File: src/hdl/tam_pkg.sv
// ---------------------------------------------------------------------------
// tam_pkg
// Shared types and constants of the three-address machine core.
// ---------------------------------------------------------------------------
package tam_pkg;

  localparam int DATA_W = 32;
  localparam int OPC_W  = 8;

  localparam logic [1:0] REQ_LOAD_CMD = 2'd0;
  localparam logic [1:0] REQ_LOAD_VAL = 2'd1;
  localparam logic [1:0] REQ_EXEC     = 2'd2;

  localparam logic [1:0] ERR_NONE   = 2'd0;
  localparam logic [1:0] ERR_OPCODE = 2'd1;
  localparam logic [1:0] ERR_DIVZ   = 2'd2;

  localparam logic [7:0] OP_ASSIGN = 8'd0;
  localparam logic [7:0] OP_ADD    = 8'd1;
  localparam logic [7:0] OP_SUB    = 8'd2;
  localparam logic [7:0] OP_MUL    = 8'd3;
  localparam logic [7:0] OP_DIV    = 8'd4;
  localparam logic [7:0] OP_IN     = 8'd6;
  localparam logic [7:0] OP_OUT    = 8'd7;
  localparam logic [7:0] OP_UMUL   = 8'd19;
  localparam logic [7:0] OP_UDIV   = 8'd20;
  localparam logic [7:0] OP_UIN    = 8'd22;
  localparam logic [7:0] OP_UOUT   = 8'd23;
  localparam logic [7:0] OP_GOTO   = 8'd128;
  localparam logic [7:0] OP_EQ     = 8'd129;
  localparam logic [7:0] OP_NE     = 8'd130;
  localparam logic [7:0] OP_LT     = 8'd131;
  localparam logic [7:0] OP_GE     = 8'd132;
  localparam logic [7:0] OP_GT     = 8'd133;
  localparam logic [7:0] OP_LE     = 8'd134;
  localparam logic [7:0] OP_ULT    = 8'd147;
  localparam logic [7:0] OP_ULE    = 8'd148;
  localparam logic [7:0] OP_UGT    = 8'd149;
  localparam logic [7:0] OP_UGE    = 8'd150;
  localparam logic [7:0] OP_STOP   = 8'd153;

  typedef struct packed {
    logic                start;
    logic                signed_op;
    logic [DATA_W-1:0]   dividend;
    logic [DATA_W-1:0]   divisor;
  } div_req_t;

  typedef struct packed {
    logic                done;
    logic [DATA_W-1:0]   quotient;
    logic [DATA_W-1:0]   remainder;
  } div_rsp_t;

endpackage

File: src/hdl/tam_div.sv
// ---------------------------------------------------------------------------
// tam_div
// Iterative divider, one quotient bit per cycle, signed or unsigned.
// ---------------------------------------------------------------------------
module tam_div #(
  parameter int WORD_BITS = 32
) (
  input  logic              clk,
  input  logic              rst,
  input  tam_pkg::div_req_t req,
  output tam_pkg::div_rsp_t rsp
);
  import tam_pkg::*;

  localparam int CNT_W = $clog2(WORD_BITS + 1);

  logic                 busy;
  logic [CNT_W-1:0]     count;
  logic [WORD_BITS-1:0] quo;
  logic [WORD_BITS-1:0] rem;
  logic [WORD_BITS-1:0] dvs;
  logic                 neg_q;
  logic                 neg_r;
  logic                 done;

  logic [WORD_BITS-1:0] a_in;
  logic [WORD_BITS-1:0] b_in;
  logic                 a_neg;
  logic                 b_neg;
  logic [WORD_BITS:0]   trial;
  logic [WORD_BITS:0]   shifted;

  assign a_in  = req.dividend[WORD_BITS-1:0];
  assign b_in  = req.divisor[WORD_BITS-1:0];
  assign a_neg = req.signed_op & a_in[WORD_BITS-1];
  assign b_neg = req.signed_op & b_in[WORD_BITS-1];
  assign shifted = {rem, quo[WORD_BITS-1]};
  assign trial   = shifted - {1'b0, dvs};

  always_ff @(posedge clk) begin
    if (rst) begin
      busy  <= 1'b0;
      done  <= 1'b0;
      count <= '0;
    end else begin
      done <= 1'b0;
      if (req.start) begin
        busy  <= 1'b1;
        count <= CNT_W'(WORD_BITS);
        quo   <= a_neg ? -a_in : a_in;
        dvs   <= b_neg ? -b_in : b_in;
        rem   <= '0;
        neg_q <= a_neg ^ b_neg;
        neg_r <= a_neg;
      end else if (busy) begin
        if (!trial[WORD_BITS]) begin
          rem <= trial[WORD_BITS-1:0];
          quo <= {quo[WORD_BITS-2:0], 1'b1};
        end else begin
          rem <= shifted[WORD_BITS-1:0];
          quo <= {quo[WORD_BITS-2:0], 1'b0};
        end
        count <= count - 1'b1;
        if (count == CNT_W'(1)) begin
          busy <= 1'b0;
          done <= 1'b1;
        end
      end
    end
  end

  always_comb begin
    rsp           = '0;
    rsp.done      = done;
    rsp.quotient  = DATA_W'(neg_q ? -quo : quo);
    rsp.remainder = DATA_W'(neg_r ? -rem : rem);
  end

endmodule

File: config.mk
export PLATFORM = sky130hd
export DESIGN_NAME = tam_div
export DESIGN_NICKNAME = d
export VERILOG_FILES = /design/src/hdl/tam_pkg.sv /design/src/hdl/tam_div.sv
export SDC_FILE = /design/constraint.sdc
export NUM_CORES = 1
export LEC_CHECK = 0
export ABC_AREA = 1
export CELL_PAD_IN_SITES_DETAIL_PLACEMENT = 0
export CELL_PAD_IN_SITES_GLOBAL_PLACEMENT = 1
export CORE_UTILIZATION = 51
export CTS_BUF_LIST = sky130_fd_sc_hd__clkbuf_2 sky130_fd_sc_hd__clkbuf_4 sky130_fd_sc_hd__clkbuf_8
export CTS_CLUSTER_DIAMETER = 50
export CTS_CLUSTER_SIZE = 14
export DETAILED_ROUTE_END_ITERATION = 7
export DONT_BUFFER_PORTS = 1
export HOLD_SLACK_MARGIN = 0.08
export PLACE_DENSITY_LB_ADDON = 0.1
export RECOVER_POWER = 50
export SLEW_MARGIN = 15
export SYNTH_ARGS = -nofsm -noshare
export SYNTH_HDL_FRONTEND = slang
export SYNTH_SLANG_ARGS = --single-unit
export TNS_END_PERCENT = 50
File: constraint.sdc
create_clock -name clk -period 9.74 [get_ports clk]
set_input_delay 1.461 -clock clk [delete_from_list [all_inputs] [get_ports clk]]
set_output_delay 1.461 -clock clk [all_outputs]
set_load 0.02 [all_outputs]
==> results.toml, run 1 <==
[setup_path]
timing.critical_path.from_type = "input pin"
startpoint = "req[65]"
crit_arrival_ns = 5.71
reg2regPathDepth = 3
setup.worst_path.class = "input pin to flop"
worstPathMaxFanout = 64
worst_setup_path_end_kind = "flop"
worst-endpoint-required_ns = 9.68
setup.reg_to_reg.worst_slack_ns = 5.94
crit-reg2reg-launch = "busy"
r2r_end = "rem[26]"

[synthesis]
synth_top_area_cell = "edfxtp_1"
synth_sequential_area_ratio_pct = 29.9
netlist.area_leader.share_pct = 28.4
synth_enable_flop_cells = 98
number_of_synthesized_register_bits = 106
synth.cell_area_sq_um = 10400
synthFlopType = "edfxtp_1"
netlist_instances = 1600
syn_area_per_cell_sq_um = 6.49
ys_async_sr_fraction_pct = 0
synth.yosys.warnings = 0
synthTopCellsByArea = "edfxtp_1 (28%), nand2_1 (17%), inv_1 (10%)"
number_of_different_library_cells_in_the_post_synthesis_netlist = 48
mappedNetlistNets = 1707

[floorplan]
floorplan.initialDensity_pct = 52.6
boundaryPins = 133
die-height_um = 145
width_of_the_die_um = 145
core_area_sq_um = 19700
rows = 51
design.die.area_sq_um = 20900

[layout]
multi_input_comb_area_sq_um = 6000
drive_gt1_share_pct = 4.98
sequential_cell_area_sq_um = 3100
num-nets-final = 1688
fillers = 2079
design_area_sq_um = 10700
utilization_pct = 54.3
layout-area-overhead-vs-synth_pct = 3.27
diodes = 0
finish.cell_count_without_fillers = 1851

[sta]
max_clock_freq_mhz = 173
worst_clock_skew_ns = 0.0134
finalSetupViolCount = 0
maxSlewHeadroom_pct = -146
tightestPinTransition_ns = 3.69
rsz0062_at_grt = "false"
post-route-min-period_ns = 5.77
hold_viol_final = 0
setup-tns-final_ns = 0
timing.final.max_slew_violations = 136
fin_ws_ns = 3.97
finalCritPeriodShare_pct = 59.3

[status]
violations_in_the_final_reports = "max-capacitance violations, max-slew violations"
status = "finished with violations"

[cts]
cts_hold_buffers = 0
tritoncts.num_buffers = 9
cts_setup_buffers = 0
cts.root.buffer_cell = "clkbuf_8"
cts.repair.resized = 0
clock_sinks = 106
cts-htree-levels = 3
cts.reportedPaths.clkPinSlew_ns = 0.11
tritoncts = "yes"
clock_tree.buffer_depth = 2
clkLatencyLatePin_ns = 0.40

[hold_path]
timing.hold.worst_endpoint = "count[1]"
hold_path_depth = 2
hold_start = "count[1]"
hold_path_class = "flop to flop"

[job]
max_cap_viol_count = 3

[place]
placed_cells = 1835
hpwlAfterDp_um = 23700
port_buffers = 0
pre_cts_ws_ns = 5.72
placed_area_sq_um = 10500
gp_routability_congestion = 0.934

[power]
power_leakage_nw = 5.45
ir_worst_vdd_mv = 0.0696
cellPowerDensity_nw_per_um2 = 156

[routing]
routed-via-count = 9498
drt_iter0_drc = 516
remaining_design_rule_violation_count = 0
wire_per_inst_um = 15.7
ant_nets = 0
route.detailed.vias_per_inst = 5.13
postRouteWirelength_um = 29000
detailedRoute.firstPassIterationCount = 5

[global_route]
grt.overflow.total = 0
grt_max_degree = 65
grt_first_pass_wirelength_um = 44800
track_usage_pct = 28.6
via_count_of_the_first_global_routing_pass = 8880
antenna_violations_before_repair = 0
how the worst max path moves through the flow:
stage                     endpoint  cells past startpoint
final                      rem[26]                      4
after global routing       quo[13]                      4
after CTS                  rsp[52]                     11
after detailed placement   rsp[52]                     11
after global placement     rsp[28]                     10
after floorplan             quo[0]                      4
routing by layer:
layer	wire, um	up-vias	part of all wire, %	GRT usage (%)
li1	-	4955	-	-
met1	12500	4228	43	35.7
met2	13800	282	47	48.6
met3	2070	33	7.1	6.89
met4	716	0	2.5	9.03
met5	0	-	0	0
worst max-delay path, cell delays in order:
cell and delay, ns:
inv_1 0.37, clkbuf_1 0.85, o21ai_4 0.36, clkbuf_1 2.62
flip-flops by register name, indices dropped and copies added (netlist names):
register  cells
dvs          32
quo          32
rem          32
count         6
busy          1
done          1
neg_q         1
neg_r         1
power by group:
part           total (mW)  internal, mW  switching [mW]
sequential          0.629         0.570          0.0594
clock               0.268        0.0973           0.171
combinational       0.772         0.234           0.538
cells by family (layout without fill, tap and decap cells):
logic type	Yosys count	after routing	share of synthesized area, %
xor gates and xnor gates	105	105	8.86
DFF	106	106	29.9
adders and majority gates	39	39	4.77
buffers and inverters	322	308	12.4
and+or+nand+nor	906	906	37.6
AOI/OAI and AO/OA	122	122	6.47
cell type report:
class | instances | area share [%]
Multi-Input combinational cell | 1172 | 56.0
Inverter | 290 | 10.2
Tap cell | 265 | 3.09
Timing Repair Buffer | 2 | 0.0701
Clock inverter | 7 | 0.595
Sequential cell | 106 | 29.0
Clock buffer | 9 | 1.16
synth_stat cells (all sizes together), types with 3 or more instances:
| master | instances |
|---|---|
| nand2 | 490 |
| nand3 | 126 |
| a21oi | 34 |
| nor3 | 29 |
| xnor2 | 20 |
| o211ai | 3 |
| ha | 38 |
| clkbuf | 21 |
| or2 | 10 |
| buf | 11 |
| nor4 | 5 |
| a21o | 4 |
| edfxtp | 98 |
| nor2 | 220 |
| nor3b | 6 |
| xor2 | 85 |
| dfxtp | 8 |
| o21ai | 65 |
| and3 | 3 |
| nand4 | 12 |
| inv | 288 |
| a31oi | 8 |
| o31ai | 3 |
layout by cell type (no fill, tap or decap), drive strengths merged:
master,Yosys,final
o31ai,3,3
o21a,2,2
inv,288,290
xor2,85,85
nand3,126,126
and3,3,3
xnor2,20,20
ha,38,38
or3,1,1
nor3b,6,6
o21bai,1,1
fa,1,1
a31oi,8,8
nand2,490,490
clkbuf,21,11
a21o,4,4
dfxtp,8,8
o21ai,65,65
o211ai,3,3
nor2,220,220
nand3b,2,2
edfxtp,98,98
or2,10,10
clkinv,2,4
o22ai,1,1
nor3,29,29
a211oi,1,1
and2,2,2
nor4,5,5
a21oi,34,34
clkinvlp,0,3
nand4,12,12
stage by stage:
step	hold WS (ns)	total power, mW
2_1_floorplan	0.476	1.24
5_1_grt	0.555	1.79
3_5_place_dp	0.497	1.40
4_1_cts	0.511	1.67
3_3_place_gp	0.493	1.40
6_report	0.506	1.67
Power figures use the tool's default switching activity.
==> run 2, diff against run 1 <==
--- a/config.mk
+++ b/config.mk
@@ -8,7 +8,7 @@
 export ABC_AREA = 1
 export CELL_PAD_IN_SITES_DETAIL_PLACEMENT = 0
 export CELL_PAD_IN_SITES_GLOBAL_PLACEMENT = 1
-export CORE_UTILIZATION = 51
+export CORE_UTILIZATION = 47
 export CTS_BUF_LIST = sky130_fd_sc_hd__clkbuf_2 sky130_fd_sc_hd__clkbuf_4 sky130_fd_sc_hd__clkbuf_8
 export CTS_CLUSTER_DIAMETER = 50
 export CTS_CLUSTER_SIZE = 14
==> constraint.sdc (replaced) <==
create_clock -name clk -period 5.8 [get_ports clk]
set_input_delay 0.87 -clock clk [delete_from_list [all_inputs] [get_ports clk]]
set_output_delay 0.87 -clock clk [all_outputs]
set_load 0.02 [all_outputs]
==> run 2 against run 1 <==
The flow still finishes with violations (max-capacitance violations, max-slew violations). Non-clock buffer count is the same. First-iteration DRC count shrank 12%. Sequential share of layout area shrank 0.19 points. Clock power grew 100%. Critical path type unchanged. Largest power group unchanged.
==> results.toml, run 2 (same netlist as run 1, synthesis figures left out) <==
[sta]
tightestPinTransition_ns = 3.24
setup-tns-final_ns = 0
worst_clock_skew_ns = 0.0197
post-route-min-period_ns = 4.45
maxSlewHeadroom_pct = -116
rsz0062_at_grt = "false"
finalSetupViolCount = 0
hold_viol_final = 0
timing.final.max_slew_violations = 69
fin_ws_ns = 1.35
max_clock_freq_mhz = 225
finalCritPeriodShare_pct = 76.7

[cts]
clkLatencyLatePin_ns = 0.41
cts-htree-levels = 3
clock_tree.buffer_depth = 2
tritoncts = "yes"
clock_sinks = 106
cts.repair.resized = 0
cts.reportedPaths.clkPinSlew_ns = 0.11
cts.root.buffer_cell = "clkbuf_8"
tritoncts.num_buffers = 9
cts_setup_buffers = 0
cts_hold_buffers = 0

[setup_path]
worst-endpoint-required_ns = 5.90
critical-path-max-stage-delay_ns = 2.27
cp_cell_sequence = "inv_1 -> clkbuf_1 -> o21ai_4 -> buf_4"
crit-reg2reg-launch = "rem[0]"
setup.worst_path.class = "input pin to flop"
startpoint = "req[65]"
worst_setup_path_end_kind = "flop"
timing.critical_path.from_type = "input pin"
crit_path_top_delay_cell = "clkbuf_1"
crit_arrival_ns = 4.55
worstPathMaxFanout = 68
crit_family = "buffers and inverters"
path_buf_inv = 3

[place]
placed_cells = 1845
pre_cts_ws_ns = 2.36
port_buffers = 0
gp_routability_congestion = 0.905
hpwlAfterDp_um = 24400

[global_route]
grt_first_pass_wirelength_um = 46600
via_count_of_the_first_global_routing_pass = 9161
track_usage_pct = 27.2
grt_max_degree = 69
antenna_violations_before_repair = 0
grt.overflow.total = 0

[floorplan]
core_area_sq_um = 21400
boundaryPins = 133
width_of_the_die_um = 151
die-height_um = 151
rows = 53
design.die.area_sq_um = 22700
floorplan.initialDensity_pct = 48.6

[layout]
layout-area-overhead-vs-synth_pct = 3.95
diodes = 0
drive_gt1_share_pct = 5.11
num-nets-final = 1688
most-common-layout-cells = "nand2_1 (476), inv_1 (280), nor2_1 (194), nand3_1 (124), edfxtp_1 (98)"
final_common_cell = "nand2_1"
finish.cell_count_without_fillers = 1861
reg.largest.list = "dvs (32), quo (32), rem (32)"

[routing]
remaining_design_rule_violation_count = 0
postRouteWirelength_um = 29900
wire_per_inst_um = 16.0
drt_iter0_drc = 456
routed-via-count = 9471
route.detailed.vias_per_inst = 5.09
detailedRoute.firstPassIterationCount = 5
ant_nets = 0

[power]
power_mw = 2.90
cellPowerDensity_nw_per_um2 = 268
ir_worst_vdd_mv = 0.122
power_leakage_nw = 5.48

[status]
violations_in_the_final_reports = "max-capacitance violations, max-slew violations"
status = "finished with violations"

[hold_path]
hold_start = "count[1]"
hold_path_class = "flop to flop"

[job]
max_cap_viol_count = 1
## run 2: cell types whose count changed in the layout (fill, tap and decap cells not counted), sizes merged
| cell | change |
|---|---|
| clkinv | -1 |
| buf | +1 |
| clkinvlp | -1 |
| bufinv | +2 |
| clkbuf | -1 |
## run 2: final timing paths
path | end | slack (ns) | depth (start not counted)
worst min-delay path | count[1] | 0.51 | 2
worst max-delay path | rem[21] | 1.35 | 4
worst min register to register | count[1] | 0.51 | 2
worst max register to register | rem[30] | 2.83 | 14
## run 2: power breakdown
part,total [mW],leakage [nW],switching (mW),internal [mW]
combinational,1.31,4.36,0.910,0.396
clock,0.538,0.111,0.287,0.251
sequential,1.05,1.01,0.0996,0.953
total,2.90,5.48,1.30,1.60
## run 2: layout make-up
type,count,area [sq um]
tap,275,344
inverter,290,1090
clock inverter,7,111
multi-input combinational,1172,6010
clock buffer,9,124
sequential,106,3100
timing repair buffer,2,11.3
fill,2291,10600
## run 2: per-layer routing
layer | share of wire (%) | track usage [%] | wire length [um] | up-vias
li1 | - | - | - | 4943
met1 | 44 | 33.5 | 13100 | 4271
met2 | 48 | 47.2 | 14300 | 226
met3 | 5.8 | 5.52 | 1740 | 31
met4 | 2.3 | 8.75 | 676 | 0
met5 | 0 | 0 | 0 | -
## run 2: tightest hold or removal path: stages, from the launching register on
cell and delay [ns]:
dfxtp_1 0.34, nor2_1 0.08, a211oi_1 0.05
## run 2: per-stage QoR
stage / cell area, sq um / hold WS (ns) / utilization (%)
2_1_floorplan: 10400 / 0.476 / -
4_1_cts: 10800 / 0.506 / 50.6
6_report: 10800 / 0.506 / 50.5
3_3_place_gp: 10600 / 0.494 / 49.5
3_5_place_dp: 10600 / 0.490 / 49.5
5_1_grt: 10800 / 0.520 / 50.5
